==> src/bpc_pkg.sv <==
// shared types, constants and helpers for the button press classifier
package bpc_pkg;

    // counter width for the press and release tick counters
    localparam int COUNT_BITS = 16;
    localparam int THR_BITS   = 16;
    localparam int CMP_BITS   = (COUNT_BITS > THR_BITS) ? COUNT_BITS : THR_BITS;
    localparam int TICK_BITS  = 8;
    localparam int DUR_BITS   = COUNT_BITS + TICK_BITS;
    localparam int SHORT_BITS = 8;
    localparam int CFG_IDX_BITS  = 3;
    localparam int CFG_DATA_BITS = 16;

    localparam logic [COUNT_BITS-1:0] CNT_MAX = {COUNT_BITS{1'b1}};
    localparam logic [SHORT_BITS-1:0] SHORT_MAX = {SHORT_BITS{1'b1}};

    // configuration register indexes
    localparam logic [CFG_IDX_BITS-1:0] CFG_ENABLE        = 3'd0;
    localparam logic [CFG_IDX_BITS-1:0] CFG_PRESS_LEVEL   = 3'd1;
    localparam logic [CFG_IDX_BITS-1:0] CFG_TICK_UNIT     = 3'd2;
    localparam logic [CFG_IDX_BITS-1:0] CFG_DEBOUNCE      = 3'd3;
    localparam logic [CFG_IDX_BITS-1:0] CFG_RELEASE_WAIT  = 3'd4;
    localparam logic [CFG_IDX_BITS-1:0] CFG_SHORT_TIME    = 3'd5;
    localparam logic [CFG_IDX_BITS-1:0] CFG_LONG_TIME     = 3'd6;

    typedef enum logic [1:0] {
        PH_IDLE  = 2'd0,
        PH_PRESS = 2'd1,
        PH_SHORT = 2'd2,
        PH_LONG  = 2'd3
    } phase_t;

    typedef enum logic [1:0] {
        EV_NONE  = 2'd0,
        EV_SHORT = 2'd1,
        EV_LONG  = 2'd2
    } event_t;

    typedef struct packed {
        logic                  enable;
        logic                  press_level;
        logic [TICK_BITS-1:0]  tick_unit;
        logic [THR_BITS-1:0]   debounce_ticks;
        logic [THR_BITS-1:0]   release_wait_ticks;
        logic [THR_BITS-1:0]   short_thr;
        logic [THR_BITS-1:0]   long_thr;
    } cfg_t;

    typedef struct packed {
        event_t                ev;
        phase_t                phase;
        logic                  pressed;
        logic [SHORT_BITS-1:0] short_count;
    } res_t;

    // count reaches a 16-bit threshold
    function automatic logic cnt_ge(input logic [COUNT_BITS-1:0] cnt,
                                    input logic [THR_BITS-1:0] thr);
        return CMP_BITS'(cnt) >= CMP_BITS'(thr);
    endfunction

    // saturating increment of a tick counter
    function automatic logic [COUNT_BITS-1:0] sat_inc(input logic [COUNT_BITS-1:0] cnt);
        return (cnt == CNT_MAX) ? cnt : cnt + 1'b1;
    endfunction

endpackage

==> src/button_press_classifier_unit.sv <==
// top level of the button press classifier: input stage, core and result register
//
//  channel | signals                                   | direction
//  --------+-------------------------------------------+----------
//  in      | in_valid, in_stall, level                 | into block
//  out     | out_valid, out_stall, event_res, phase,   | out of block
//          | pressed, short_count                      |
//  cfg     | cfg_we, cfg_index, cfg_data               | into block
//
// one word per clock sustained while out_stall is low; a sample is held in the input register,
// then its result is held in the result register until it can leave.
// the state update is a single pass through the counters, a 16x8-bit
// duration multiply and the phase machine between those two registers.
// reset is asynchronous; valid, config and state registers come up with their defaults, data registers are not reset.
// a stalled result holds and the input stage stalls only when it is full too.
module button_press_classifier_unit (
    input  logic                                clk,
    input  logic                                rst_n,
    input  logic                                in_valid,
    output logic                                in_stall,
    input  logic                                level,
    output logic                                out_valid,
    input  logic                                out_stall,
    output logic [1:0]                          event_res,
    output logic [1:0]                          phase,
    output logic                                pressed,
    output logic [bpc_pkg::SHORT_BITS-1:0]      short_count,
    input  logic                                cfg_we,
    input  logic [bpc_pkg::CFG_IDX_BITS-1:0]    cfg_index,
    input  logic [bpc_pkg::CFG_DATA_BITS-1:0]   cfg_data
);

    bpc_pkg::cfg_t  cfg;
    bpc_pkg::res_t  res;
    bpc_pkg::res_t  res_reg;
    logic           s1_valid_reg;
    logic           level_reg;
    logic           out_valid_reg;
    logic           out_free;
    logic           s1_adv;
    logic           in_fire;

    bpc_cfg_regs u_cfg (
        .clk       (clk),
        .rst_n     (rst_n),
        .cfg_we    (cfg_we),
        .cfg_index (cfg_index),
        .cfg_data  (cfg_data),
        .cfg       (cfg)
    );

    bpc_core u_core (
        .clk   (clk),
        .rst_n (rst_n),
        .cfg   (cfg),
        .step  (s1_adv),
        .level (level_reg),
        .res   (res)
    );

    // handshake between the two stages
    assign out_free = !out_valid_reg || !out_stall;
    assign s1_adv   = s1_valid_reg && out_free;
    assign in_stall = s1_valid_reg && !out_free;
    assign in_fire  = in_valid && !in_stall;

    // input register
    always_ff @(posedge clk or negedge rst_n)
    begin
        if (!rst_n)
        begin
            s1_valid_reg <= 1'b0;
        end
        else if (in_fire)
        begin
            s1_valid_reg <= 1'b1;
        end
        else if (s1_adv)
        begin
            s1_valid_reg <= 1'b0;
        end
    end

    always_ff @(posedge clk)
    begin
        if (in_fire)
        begin
            level_reg <= level;
        end
    end

    // result register valid
    always_ff @(posedge clk or negedge rst_n)
    begin
        if (!rst_n)
        begin
            out_valid_reg <= 1'b0;
        end
        else if (s1_adv)
        begin
            out_valid_reg <= 1'b1;
        end
        else if (!out_stall)
        begin
            out_valid_reg <= 1'b0;
        end
    end

    // result register payload
    always_ff @(posedge clk)
    begin
        if (s1_adv)
        begin
            res_reg <= res;
        end
    end

    assign out_valid   = out_valid_reg;
    assign event_res   = res_reg.ev;
    assign phase       = res_reg.phase;
    assign pressed     = res_reg.pressed;
    assign short_count = res_reg.short_count;

endmodule

==> src/bpc_cfg_regs.sv <==
// configuration register bank for the button press classifier
module bpc_cfg_regs (
    input  logic                                clk,
    input  logic                                rst_n,
    input  logic                                cfg_we,
    input  logic [bpc_pkg::CFG_IDX_BITS-1:0]    cfg_index,
    input  logic [bpc_pkg::CFG_DATA_BITS-1:0]   cfg_data,
    output bpc_pkg::cfg_t                       cfg
);

    bpc_pkg::cfg_t cfg_reg;
    bpc_pkg::cfg_t cfg_next;

    // decode one register write, wider data masked to the register width
    always_comb
    begin
        cfg_next = cfg_reg;
        if (cfg_we)
        begin
            case (cfg_index)
                bpc_pkg::CFG_ENABLE:       cfg_next.enable = cfg_data[0];
                bpc_pkg::CFG_PRESS_LEVEL:  cfg_next.press_level = cfg_data[0];
                bpc_pkg::CFG_TICK_UNIT:
                    cfg_next.tick_unit = cfg_data[bpc_pkg::TICK_BITS-1:0];
                bpc_pkg::CFG_DEBOUNCE:
                    cfg_next.debounce_ticks = cfg_data[bpc_pkg::THR_BITS-1:0];
                bpc_pkg::CFG_RELEASE_WAIT:
                    cfg_next.release_wait_ticks = cfg_data[bpc_pkg::THR_BITS-1:0];
                bpc_pkg::CFG_SHORT_TIME:
                    cfg_next.short_thr = cfg_data[bpc_pkg::THR_BITS-1:0];
                bpc_pkg::CFG_LONG_TIME:
                    cfg_next.long_thr = cfg_data[bpc_pkg::THR_BITS-1:0];
                default:                   cfg_next = cfg_reg;
            endcase
        end
    end

    // register bank with its reset values
    always_ff @(posedge clk or negedge rst_n)
    begin
        if (!rst_n)
        begin
            cfg_reg.enable             <= 1'b1;
            cfg_reg.press_level        <= 1'b1;
            cfg_reg.tick_unit          <= bpc_pkg::TICK_BITS'(1);
            cfg_reg.debounce_ticks     <= bpc_pkg::THR_BITS'(2);
            cfg_reg.release_wait_ticks <= bpc_pkg::THR_BITS'(30);
            cfg_reg.short_thr          <= bpc_pkg::THR_BITS'(50);
            cfg_reg.long_thr           <= bpc_pkg::THR_BITS'(2200);
        end
        else
        begin
            cfg_reg <= cfg_next;
        end
    end

    assign cfg = cfg_reg;

endmodule

==> src/bpc_core.sv <==
// debounce counters and press phase machine, one level sample per step
module bpc_core (
    input  logic            clk,
    input  logic            rst_n,
    input  bpc_pkg::cfg_t   cfg,
    input  logic            step,
    input  logic            level,
    output bpc_pkg::res_t   res
);

    logic                               last_level_reg, last_level_next;
    logic [bpc_pkg::COUNT_BITS-1:0]     press_cnt_reg, press_cnt_next;
    logic [bpc_pkg::COUNT_BITS-1:0]     release_cnt_reg, release_cnt_next;
    logic                               pressed_reg, pressed_next;
    bpc_pkg::phase_t                    phase_reg, phase_next;
    logic                               resume_reg, resume_next;
    logic [bpc_pkg::SHORT_BITS-1:0]     short_cnt_reg, short_cnt_next;
    bpc_pkg::event_t                    ev_next;
    logic [bpc_pkg::DUR_BITS-1:0]       dur;

    // counter update then phase decision for the sampled level
    always_comb
    begin
        last_level_next  = last_level_reg;
        press_cnt_next   = press_cnt_reg;
        release_cnt_next = release_cnt_reg;
        pressed_next     = pressed_reg;
        phase_next       = phase_reg;
        resume_next      = resume_reg;
        short_cnt_next   = short_cnt_reg;
        ev_next          = bpc_pkg::EV_NONE;
        dur              = '0;

        if (cfg.enable)
        begin
            // level change restarts the release count, and the press count on a new press
            if (level != last_level_reg)
            begin
                if (level == cfg.press_level)
                begin
                    press_cnt_next = '0;
                end
                last_level_next  = level;
                release_cnt_next = '0;
            end
            else if (last_level_reg == cfg.press_level)
            begin
                press_cnt_next = bpc_pkg::sat_inc(press_cnt_reg);
                if (bpc_pkg::cnt_ge(press_cnt_next, cfg.debounce_ticks))
                begin
                    pressed_next = 1'b1;
                end
            end
            else
            begin
                release_cnt_next = bpc_pkg::sat_inc(release_cnt_reg);
                if (bpc_pkg::cnt_ge(release_cnt_next, cfg.release_wait_ticks))
                begin
                    pressed_next     = 1'b0;
                    press_cnt_next   = '0;
                    release_cnt_next = '0;
                    phase_next       = bpc_pkg::PH_IDLE;
                    short_cnt_next   = '0;
                end
            end

            dur = bpc_pkg::DUR_BITS'(press_cnt_next)
                * bpc_pkg::DUR_BITS'(cfg.tick_unit);

            // resume tick clears the counters, press flag, phase and short count, otherwise advance the phase
            if (resume_reg)
            begin
                resume_next      = 1'b0;
                pressed_next     = 1'b0;
                press_cnt_next   = '0;
                release_cnt_next = '0;
                phase_next       = bpc_pkg::PH_IDLE;
                short_cnt_next   = '0;
            end
            else
            begin
                // phase as left by the counter update, idle after a release timeout
                case (phase_next)
                    bpc_pkg::PH_IDLE:
                    begin
                        if (pressed_next)
                        begin
                            phase_next = bpc_pkg::PH_PRESS;
                        end
                    end
                    bpc_pkg::PH_PRESS:
                    begin
                        if ((dur >= bpc_pkg::DUR_BITS'(cfg.short_thr))
                            && (last_level_next != cfg.press_level)
                            && bpc_pkg::cnt_ge(release_cnt_next, cfg.debounce_ticks))
                        begin
                            phase_next = bpc_pkg::PH_SHORT;
                            if (short_cnt_next != bpc_pkg::SHORT_MAX)
                            begin
                                short_cnt_next = short_cnt_next + 1'b1;
                            end
                        end
                        // long press test comes last and wins
                        if (dur >= bpc_pkg::DUR_BITS'(cfg.long_thr))
                        begin
                            phase_next = bpc_pkg::PH_LONG;
                        end
                    end
                    bpc_pkg::PH_SHORT:
                    begin
                        if (short_cnt_next != bpc_pkg::SHORT_MAX)
                        begin
                            short_cnt_next = short_cnt_next + 1'b1;
                        end
                        if (bpc_pkg::cnt_ge(release_cnt_next, cfg.debounce_ticks))
                        begin
                            phase_next  = bpc_pkg::PH_IDLE;
                            resume_next = 1'b1;
                            ev_next     = bpc_pkg::EV_SHORT;
                        end
                    end
                    default:
                    begin
                        phase_next  = bpc_pkg::PH_IDLE;
                        resume_next = 1'b1;
                        ev_next     = bpc_pkg::EV_LONG;
                    end
                endcase
            end
        end
    end

    // classifier state, updated once per word
    always_ff @(posedge clk or negedge rst_n)
    begin
        if (!rst_n)
        begin
            last_level_reg  <= 1'b0;
            press_cnt_reg   <= '0;
            release_cnt_reg <= '0;
            pressed_reg     <= 1'b0;
            phase_reg       <= bpc_pkg::PH_IDLE;
            resume_reg      <= 1'b0;
            short_cnt_reg   <= '0;
        end
        else if (step)
        begin
            last_level_reg  <= last_level_next;
            press_cnt_reg   <= press_cnt_next;
            release_cnt_reg <= release_cnt_next;
            pressed_reg     <= pressed_next;
            phase_reg       <= phase_next;
            resume_reg      <= resume_next;
            short_cnt_reg   <= short_cnt_next;
        end
    end

    // result word shows the state after this sample
    assign res.ev          = ev_next;
    assign res.phase       = phase_next;
    assign res.pressed     = pressed_next;
    assign res.short_count = short_cnt_next;

endmodule
==> config.mk <==
export PLATFORM = sky130hd
export DESIGN_NAME = button_press_classifier_unit
export DESIGN_NICKNAME = d
export VERILOG_FILES = /design/src/bpc_pkg.sv /design/src/button_press_classifier_unit.sv /design/src/bpc_cfg_regs.sv /design/src/bpc_core.sv
export SDC_FILE = /design/constraint.sdc
export NUM_CORES = 1
export LEC_CHECK = 0
export BUFFER_PORTS_ARGS = -buffer_cell sky130_fd_sc_hd__buf_2
export CAP_MARGIN = 30
export CORE_MARGIN = 2
export CORE_UTILIZATION = 55
export CTS_BUF_LIST = sky130_fd_sc_hd__clkbuf_8
export DETAILED_ROUTE_END_ITERATION = 7
export PLACE_DENSITY = 0.75
export SETUP_SLACK_MARGIN = 0.15
export SLEW_MARGIN = 20
export SYNTH_ARGS = -nofsm -noshare
export SYNTH_HDL_FRONTEND = slang
export SYNTH_SLANG_ARGS = --single-unit
==> constraint.sdc <==
create_clock -name clk -period 9.6 [get_ports clk]
set_input_delay 1.92 -clock clk [delete_from_list [all_inputs] [get_ports clk]]
set_output_delay 1.92 -clock clk [all_outputs]
set_load 0.01 [all_outputs]
Yosys cells after proc, flatten, opt, wreduce, memory -nomap -nowiden:

Index checks and enable logic that the tools add are counted.

* logic and storage cells: 121
* bits in registers: 135

* equality and inequality tests: 16
* bitwise logic cells: 1
* $lt $le $gt $ge: 5
* mux-type cells: 51
* $add $sub $neg: 3
* multipliers: 1
* reduce and logical (&&, ||, !) cells: 23

Operators with widths (count)
* two-way mux 16 bit: 13
* two-way mux 8 bit: 8
* >= comparator 16 bit: 3
* >= comparator 24 x 16 -> 1 bit: 2
* adder 16 x 1 -> 16 bit (second input constant): 2
* equality test 16 bit (second input constant): 2
* multiplier 16 x 8 -> 24 bit: 1
* two-way mux 2 bit: 10
* two-way mux 1 bit: 16
* case mux 8 bit (2 select lines): 1
* AND reduction 2 bit: 8
* equality test 3 bit (second input constant): 3
* adder 8 x 1 -> 8 bit (second input constant): 1
* != test 8 bit (second input constant): 1
* equality test 3 x 2 -> 1 bit (second input constant): 2
* case mux 2 bit (3 select lines): 1
* logical AND 1 bit: 5
* logical NOT 1 bit: 4
* case mux 2 bit (2 select lines): 1
* OR reduction 2 bit: 2
* equality test 3 x 1 -> 1 bit (second input constant): 1
* logical NOT 3 bit: 1
* equality test 1 bit: 2
* equality test 2 x 1 -> 1 bit (second input constant): 1
* 8 further kinds: 9

Depth between registers and ports, before layout:

Gate-level depths: netlist (run 1).

* depth after elaboration: 16
* gate-level depth with buffers: 50

Hierarchy:

A second synthesis (run 1) with hierarchy kept.

* cell total of the unflattened synthesis: 1487
* area total of the unflattened synthesis: 13701.9 sq um

By module, submodules not included
* bpc_core: area each 10292.4 sq um, instances 1, cells each 1303, sequential area each 1126.1 sq um
* bpc_cfg_regs: area each 2896.5 sq um, instances 1, cells each 162, sequential area each 1870.5 sq um
* button_press_classifier_unit: area each 513.0 sq um, instances 1, cells each 22, sequential area each 470.5 sq um

Least setup slack after synthesis (run 1):

Ideal clock, no wire load.

* path type: flip-flop to flip-flop
* start: reg u_core.release_cnt_reg[6] (netlist bit)
* end: reg res_reg, in the netlist short_count[6], data pin
* data arrival time: 9.874 ns
* data required time: 9.468 ns
* clock period less this slack: 10.005 ns
* path buffers: 4
* stages on the path, launching flop included: 47
* path slack: -0.405 ns
* library setup time: 0.132 ns
* cell sequence: dfrtp_1 > clkbuf_1 > and3_1 > clkbuf_1 > nand4_1 > nor2_1 > and2_1 > nand4_1 > clkbuf_1 > and3_1 > nand2_1 > xnor2_1 > ha_1 > a21oi_1 > o21ai_0 > a211o_1 > a21oi_1 > o31a_1 > [11 not listed] > ha_1 > o211ai_1 > o21ai_1 > a21oi_1 > nor2b_1 > o21ai_0 > nand2b_1 > a21oi_1 > xnor2_1 > ha_1 > nand4_1 > a211o_1 > o21a_1 > o2111ai_1 > o21ai_2 > or4_1 > o311ai_1 > a22o_1

RTL lines
* start: declaration: line bpc_core.sv:13 `logic [bpc_pkg::COUNT_BITS-1:0] release_cnt_reg, release_cnt_next;`
* start signal: assignment: line bpc_core.sv:150 `release_cnt_reg <= release_cnt_next;`
* end signal: assignment: line button_press_classifier_unit.sv:114 `res_reg <= res;`
* end: declaration: line button_press_classifier_unit.sv:35 `bpc_pkg::res_t res_reg;`

==> flow_summary.ini, run 1 <==
[power]
p_total_mw = 2.729
leakagePower_nw = 7.744
vdd_drop_max_mv = 0.1479
p_per_area_nw_per_um2 = 172.3

[worst_hold_path]
min_delay_worst_endpoint = out_valid$_DFFE_PN0P_
min_from = s1_valid_reg$_DFFE_PN0P_
hold_depth = 1
hp-class = reg -> reg

[detailed_routing]
drt-total-wl_um = 36830
drc = 0
wl_per_cell_um = 18.80
firstDrtPassIters = 7
initialDrtViolationCount = 799
viasPerCell = 5.899
vias = 11560
antenna_left = 0

[synthesis]
synth.cell_area_um2 = 13380
yosys.area.top_type = dfrtp_1
synth_top_area_share_pct = 19.82
synth_edf_count = 14
syn_area_per_cell_um2 = 9.017
synth_cells = 1484
ys_seq_elements = 135
synthArstFlopShare_pct = 89.63
synth-main-ff-cell = dfrtp_1
syn_nets = 1726
netlist-cell-type-count = 72
ys_seq_area_share_pct = 25.91
ys_warn_count = 0
synth.area.top_cells = dfrtp_1 20%, fa_1 13%, ha_1 12%, mux2_2 5.2%, inv_1 5.1%

[clocking]
cts-root-buf = clkbuf_8
clock-sinks = 135
cts_made_buffers = 17
clk_latency_ns = 0.46
clkSlewWorstSetupHoldPaths_ns = 0.09
cts_buffer_depth = 2
cts_tree = done
cts_max_level = 4

[grt]
grt_pass1_vias = 11860
use_met1_pct = 36.21
grt.busiest_layer = met2
grtUsageTotal_pct = 29.43
grt_max_degree = 55
grt_antenna_before_repair = 1
grtUsageMet3_pct = 6.701
grt_use_met2_pct = 49.09
grt_overflow = 0
grt_pass1_wl_um = 60090

[sta]
tns_ns = -1.400
finalCriticalPeriod_ns = 9.784
tightestPinTransition_ns = 0.8855
final.period_utilization_pct = 101.9
worst_slack_ns = -0.1836
hold_viol_final = 0
clock.fmax_ghz = 0.1022
finalSetupViolations = 15
rsz0062_at_grt = yes
skew_ns = 0.01804
drv_slew = 0
slew-limit-headroom_pct = 40.66

[worst_setup_path]
worst_path_most_repeated_cell = fa_1
cp-end-kind = register
start_kind = register
worstRegToRegCells = 48
timing.rr.start = u_core.release_cnt_reg[1]$_DFFE_PN0P_
worst-path-max-fanout = 7
r2r_setup_slack_ns = -0.18
cp.arrival_ns = 10.00
path_class = reg -> reg
critPathSlowestCell = fa_1
critPathRequiredTime_ns = 9.81
slowest_delay_ns = 0.57
reg2reg_to = short_count[7]$_DFFE_PP_

[floorplan]
die_w_um = 160.0
start_util_pct = 55.51
die_h_um = 160.0
row_count = 57
dieArea_um2 = 25590
io_pins = 40
core-area_um2 = 24110

[layout]
layout_common_cells = 180 x inv_1, 129 x buf_4, 122 x ha_1
syn2layout_area_growth_pct = 18.33
diodes = 0
layout-drive-gt1-share_pct = 23.49
nets = 1864
fin_area_um2 = 15830
mostFrequentLayoutCell = inv_1
largest_reg_flops = 74

[placed_design]
place_congestion = 0.9225
dp_hpwl_um = 26220
postPlaceCellArea_um2 = 14530
io_buffers = 39

[flow_run]
cap_violations = 0

[outcome]
status = finished with violations
violations = negative setup slack
-- area by class of cell --
class,instances,area (um^2)
repair buffers,182,1343
well taps,324,405.4
clock inverters,15,191.4
clock buffers,17,234.0
fillers,1954,8272
inverters,184,690.7
multi-input cells,1102,9503
flip-flops and latches,135,3467
-- how the worst max path moves through the flow --
stage | to | start | slack, ns | cells after the start
floorplan | short_count[6]$_DFFE_PP_ | u_core.release_cnt_reg[6]$_DFFE_PN0P_ | 0.16 | 48
global placement | short_count[6]$_DFFE_PP_ | u_core.release_cnt_reg[0]$_DFFE_PN0P_ | -0.06 | 44
detailed placement | short_count[6]$_DFFE_PP_ | u_core.release_cnt_reg[1]$_DFFE_PN0P_ | -0.27 | 45
CTS | short_count[6]$_DFFE_PP_ | u_core.release_cnt_reg[1]$_DFFE_PN0P_ | 0.05 | 48
global route | short_count[2]$_DFFE_PP_ | u_core.release_cnt_reg[1]$_DFFE_PN0P_ | -0.54 | 51
finish | short_count[7]$_DFFE_PP_ | u_core.release_cnt_reg[1]$_DFFE_PN0P_ | -0.18 | 48
-- synth_stat cells (5+ instances only) --
library cell,instances
a211oi_1,11
a21o_1,27
a21oi_1,58
a22o_1,24
a22oi_1,13
a311oi_1,5
a31oi_1,9
and2_1,55
and3_1,17
clkbuf_1,61
dfrtp_1,106
dfstp_2,15
edfxtp_1,14
fa_1,84
ha_1,133
inv_1,183
mux2_2,62
mux2i_1,8
nand2_1,118
nand2b_1,27
nand3_1,28
nand4_1,20
nor2_1,66
nor2b_1,69
nor3_1,13
nor3b_1,5
nor4_1,7
o21a_1,10
o21ai_0,92
o22ai_1,6
o31ai_1,9
or3_1,7
xnor2_1,25
xor2_1,22
-- worst max-delay path, delay by kind of cell, from the launching register on --
| kind | cells | cell delay, ns |
|---|---|---|
| AOI/OAI and AO/OA | 17 | 3.30 |
| adders and majority gates | 8 | 3.04 |
| and+or+nand+nor | 12 | 1.61 |
| buffers and inverters | 9 | 1.00 |
| DFF | 1 | 0.37 |
| xor gates and xnor gates | 2 | 0.21 |
-- where the power goes --
part | switching (mW) | internal, mW
registers | 0.103 | 0.694
clock network | 0.269 | 0.264
logic | 0.810 | 0.588
total | 1.18 | 1.55
-- logic make-up (layout without fill, tap and decap cells) --
| family | Yosys count | count (layout) | share of synthesized area, % |
|---|---|---|---|
| simple gates | 450 | 450 | 17.52 |
| compound gates | 317 | 318 | 15.65 |
| buf+inv | 248 | 398 | 7.022 |
| fa+ha+maj | 217 | 217 | 25.00 |
| flops | 135 | 135 | 25.91 |
| mux | 70 | 70 | 5.816 |
| xor+xnor | 47 | 47 | 3.076 |
-- per-layer routing --
layer	vias up	part of all wire (%)
li1	5366	-
met1	5633	41
met2	433	48
met3	125	6.2
met4	0	4.6
met5	-	0
-- stage by stage --
step                hold WS (ns)  util (%)  instances  setup slack, ns
finish                    0.5100     65.69       1959          -0.1836
global route              0.5172     65.69       1959          -0.5361
CTS                       0.5103     64.60       1947          0.05197
detailed placement        0.4935     60.28       1880          -0.2749
global placement          0.4760     60.16       1879         -0.06388
floorplan                 0.4574         -       1484           0.1604
-- timing repair --
action	4_1_cts	5_1_grt
gates cloned	1	0
gates resized for setup	72	39
pin swaps	71	29
setup endpoints to repair	20	20
setup buffers	34	7
hold buffers	0	0
Note: power is estimated with default switching activity, not from simulation.
==> inputs of run 2 (changes only) <==
--- a/config.mk
+++ b/config.mk
@@ -5,6 +5,7 @@
 export SDC_FILE = /design/constraint.sdc
 export NUM_CORES = 1
 export LEC_CHECK = 0
+export ABC_AREA = 1
 export BUFFER_PORTS_ARGS = -buffer_cell sky130_fd_sc_hd__buf_2
 export CAP_MARGIN = 30
 export CORE_MARGIN = 2
==> run 2 against run 1 <==
Compared with the run above:
- the flow finishes with violations (design-rule violations)
- sequential share of layout area is 1.7 points higher
- utilization decreased by 5.2 points
- register-to-register slack gained 0.79 ns
- flip-flop and latch count unchanged
- first-iteration DRC count grew 37%
- largest cell class unchanged
==> flow_summary.ini, run 2 <==
[detailed_routing]
drc = 1
drt-total-wl_um = 35680
viasPerCell = 5.479
initialDrtViolationCount = 1092
antenna_left = 0
vias = 12160
firstDrtPassIters = 7
wl_per_cell_um = 16.08

[sta]
finalSetupViolations = 0
slew-limit-headroom_pct = 44.96
clock.fmax_ghz = 0.1112
finalCriticalPeriod_ns = 8.991
tightestPinTransition_ns = 0.8256
final.period_utilization_pct = 93.66
rsz0062_at_grt = no
tns_ns = 0
drv_slew = 0
hold_viol_final = 0
skew_ns = 0.01494

[clocking]
clkSlewWorstSetupHoldPaths_ns = 0.09
cts-root-buf = clkbuf_8
clk_latency_ns = 0.46
cts_made_buffers = 17
cts_tree = done
holdBufCountCts = 0
cts_max_level = 4
cts_buffer_depth = 2
clock-sinks = 135

[floorplan]
dieArea_um2 = 25840
io_pins = 40
core-area_um2 = 24250
start_util_pct = 55.73
die_h_um = 160.8
die_w_um = 160.8
row_count = 57

[worst_setup_path]
cp-end-kind = register
worst-path-stages = 48
critPathTopFamily = adder cells
slowest_delay_ns = 0.57
cp_num_buf_inv = 8
timing.rr.start = u_core.release_cnt_reg[0]$_DFFE_PN0P_
cp.arrival_ns = 9.19
critPathSlowestCell = fa_1
startpoint = u_core.release_cnt_reg[0]$_DFFE_PN0P_
worstRegToRegCells = 48
worst_path_most_repeated_cell = nand2_1
start_kind = register
critPathRequiredTime_ns = 9.80
path_class = reg -> reg
worst-path-max-fanout = 9

[synthesis]
netlist-cell-type-count = 50
synth_edf_count = 14
syn_nets = 2091
ys_top_cells_by_count = 422 x nand2_1, 369 x inv_1, 178 x nor2_1
synth_cells = 1849
synth.cell_area_um2 = 13510
ys_seq_elements = 135
synth.most_common_cell = nand2_1
synth-main-ff-cell = dfrtp_1
synth.area.top_cells = dfrtp_1 20%, fa_1 12%, ha_1 12%, nand2_1 12%, inv_1 10%
syn_area_per_cell_um2 = 7.309
ys_warn_count = 0
ys_seq_area_share_pct = 25.66
yosys.area.top_type = dfrtp_1
synthArstFlopShare_pct = 89.63
synth_top_area_share_pct = 19.63

[layout]
regArea_um2 = 3467
fin_area_um2 = 14680
syn2layout_area_growth_pct = 8.592
mostFrequentLayoutCell = nand2_1
n_fill_cell = 2213
layout_common_cells = 414 x nand2_1, 369 x inv_1, 171 x nor2_1
largest_reg_flops = 74
nets = 2124
final_cells = 2219
layout-drive-gt1-share_pct = 9.657
multi_input_area_um2 = 8578
diodes = 0

[placed_design]
postPlaceCellArea_um2 = 13990
dp_cells = 2173
place_congestion = 0.9790
io_buffers = 39
dp_hpwl_um = 27760

[grt]
grt_antenna_before_repair = 0
grt_overflow = 0
grt_max_degree = 64
grt_pass1_wl_um = 58990
grt_pass1_vias = 11890
grtUsageTotal_pct = 28.44

[worst_hold_path]
min_from = u_cfg.cfg[22]$_DFFE_PN0P_
hold_depth = 2
hp-class = reg -> reg

[flow_run]
cap_violations = 0

[outcome]
violations = design-rule violations
status = finished with violations
[run 2: changes by cell type in the layout (fill, tap and decap cells not counted), moves of 33 or more]
| cell | change |
|---|---|
| nand2_1 | +300 |
| inv_1 | +189 |
| buf_4 | -115 |
| nor2_1 | +108 |
| nor2b_1 | -67 |
| mux2_2 | -62 |
| and2_1 | -52 |
| o21ai_0 | +40 |
| nand3_1 | +39 |
| o22ai_1 | +35 |
| a21oi_1 | +33 |
[run 2: cells by family after synthesis]
kind of cell	Yosys count	synth area share, %
AO/OA/AOI/OAI	287	11.68
buffers and inverters	420	11.87
AND/OR/NAND/NOR	757	23.84
adder cells (fa/ha/maj)	217	24.76
XOR/XNOR	33	2.194
flip-flops	135	25.65
[run 2: path summary, 6_finish.rpt]
check | to | slack (ns)
max | phase[0]$_DFFE_PP_ | 0.61
min reg2reg | u_cfg.cfg[22]$_DFFE_PN0P_ | 0.49
max reg2reg | phase[0]$_DFFE_PP_ | 0.61
min in group asynchronous | u_core.release_cnt_reg[9]$_DFFE_PN0P_ | 1.50
max in group asynchronous | u_cfg.cfg[66]$_DFFE_PN0P_ | 6.79
min | u_cfg.cfg[22]$_DFFE_PN0P_ | 0.49
[run 2: per-layer routing]
| metal | wire (um) | global-route usage [%] | share of wire [%] | vias up |
|---|---|---|---|---|
| met3 | 2170 | 4.804 | 6.1 | 99 |
| met4 | 1346 | 9.821 | 3.8 | 0 |
| met2 | 16820 | 48.04 | 47 | 431 |
| li1 | - | - | - | 5896 |
| met1 | 15350 | 37.23 | 43 | 5731 |
| met5 | 0 | 0 | 0 | - |
[run 2: cell type report]
class	instances	area share, %
Multi-Input combinational cell	1294	58.45
Sequential cell	135	23.63
Inverter	377	9.643
Tap cell	324	2.762
Timing Repair Buffer	57	2.558
Clock buffer	17	1.594
Clock inverter	15	1.364
[run 2: through the flow]
stage,util [%],hold WS [ns],worst slack (ns)
5_1_grt,60.52,0.5103,0.08745
2_1_floorplan,-,0.4340,1.769
3_3_place_gp,57.52,0.4633,0.5544
3_5_place_dp,57.70,0.4728,0.3667
6_report,60.52,0.4883,0.6086
4_1_cts,59.49,0.4927,0.3125
[run 2: what timing repair did]
| action | CTS | global route |
|---|---|---|
| buffers inserted | 0 | 11 |
| gates resized for setup | 0 | 36 |
| setup endpoints to repair | 0 | 20 |
[run 2: worst min-delay path, delay by kind of cell (launching register included)]
kind	cells	cell delay, ns
AOI/OAI and AO/OA	1	0.06
DFF	1	0.35
and+or+nand+nor	1	0.05
Power of run 2 is not shown: default switching activity piles up to over one toggle a cycle in this logic, so the estimate is an artifact.
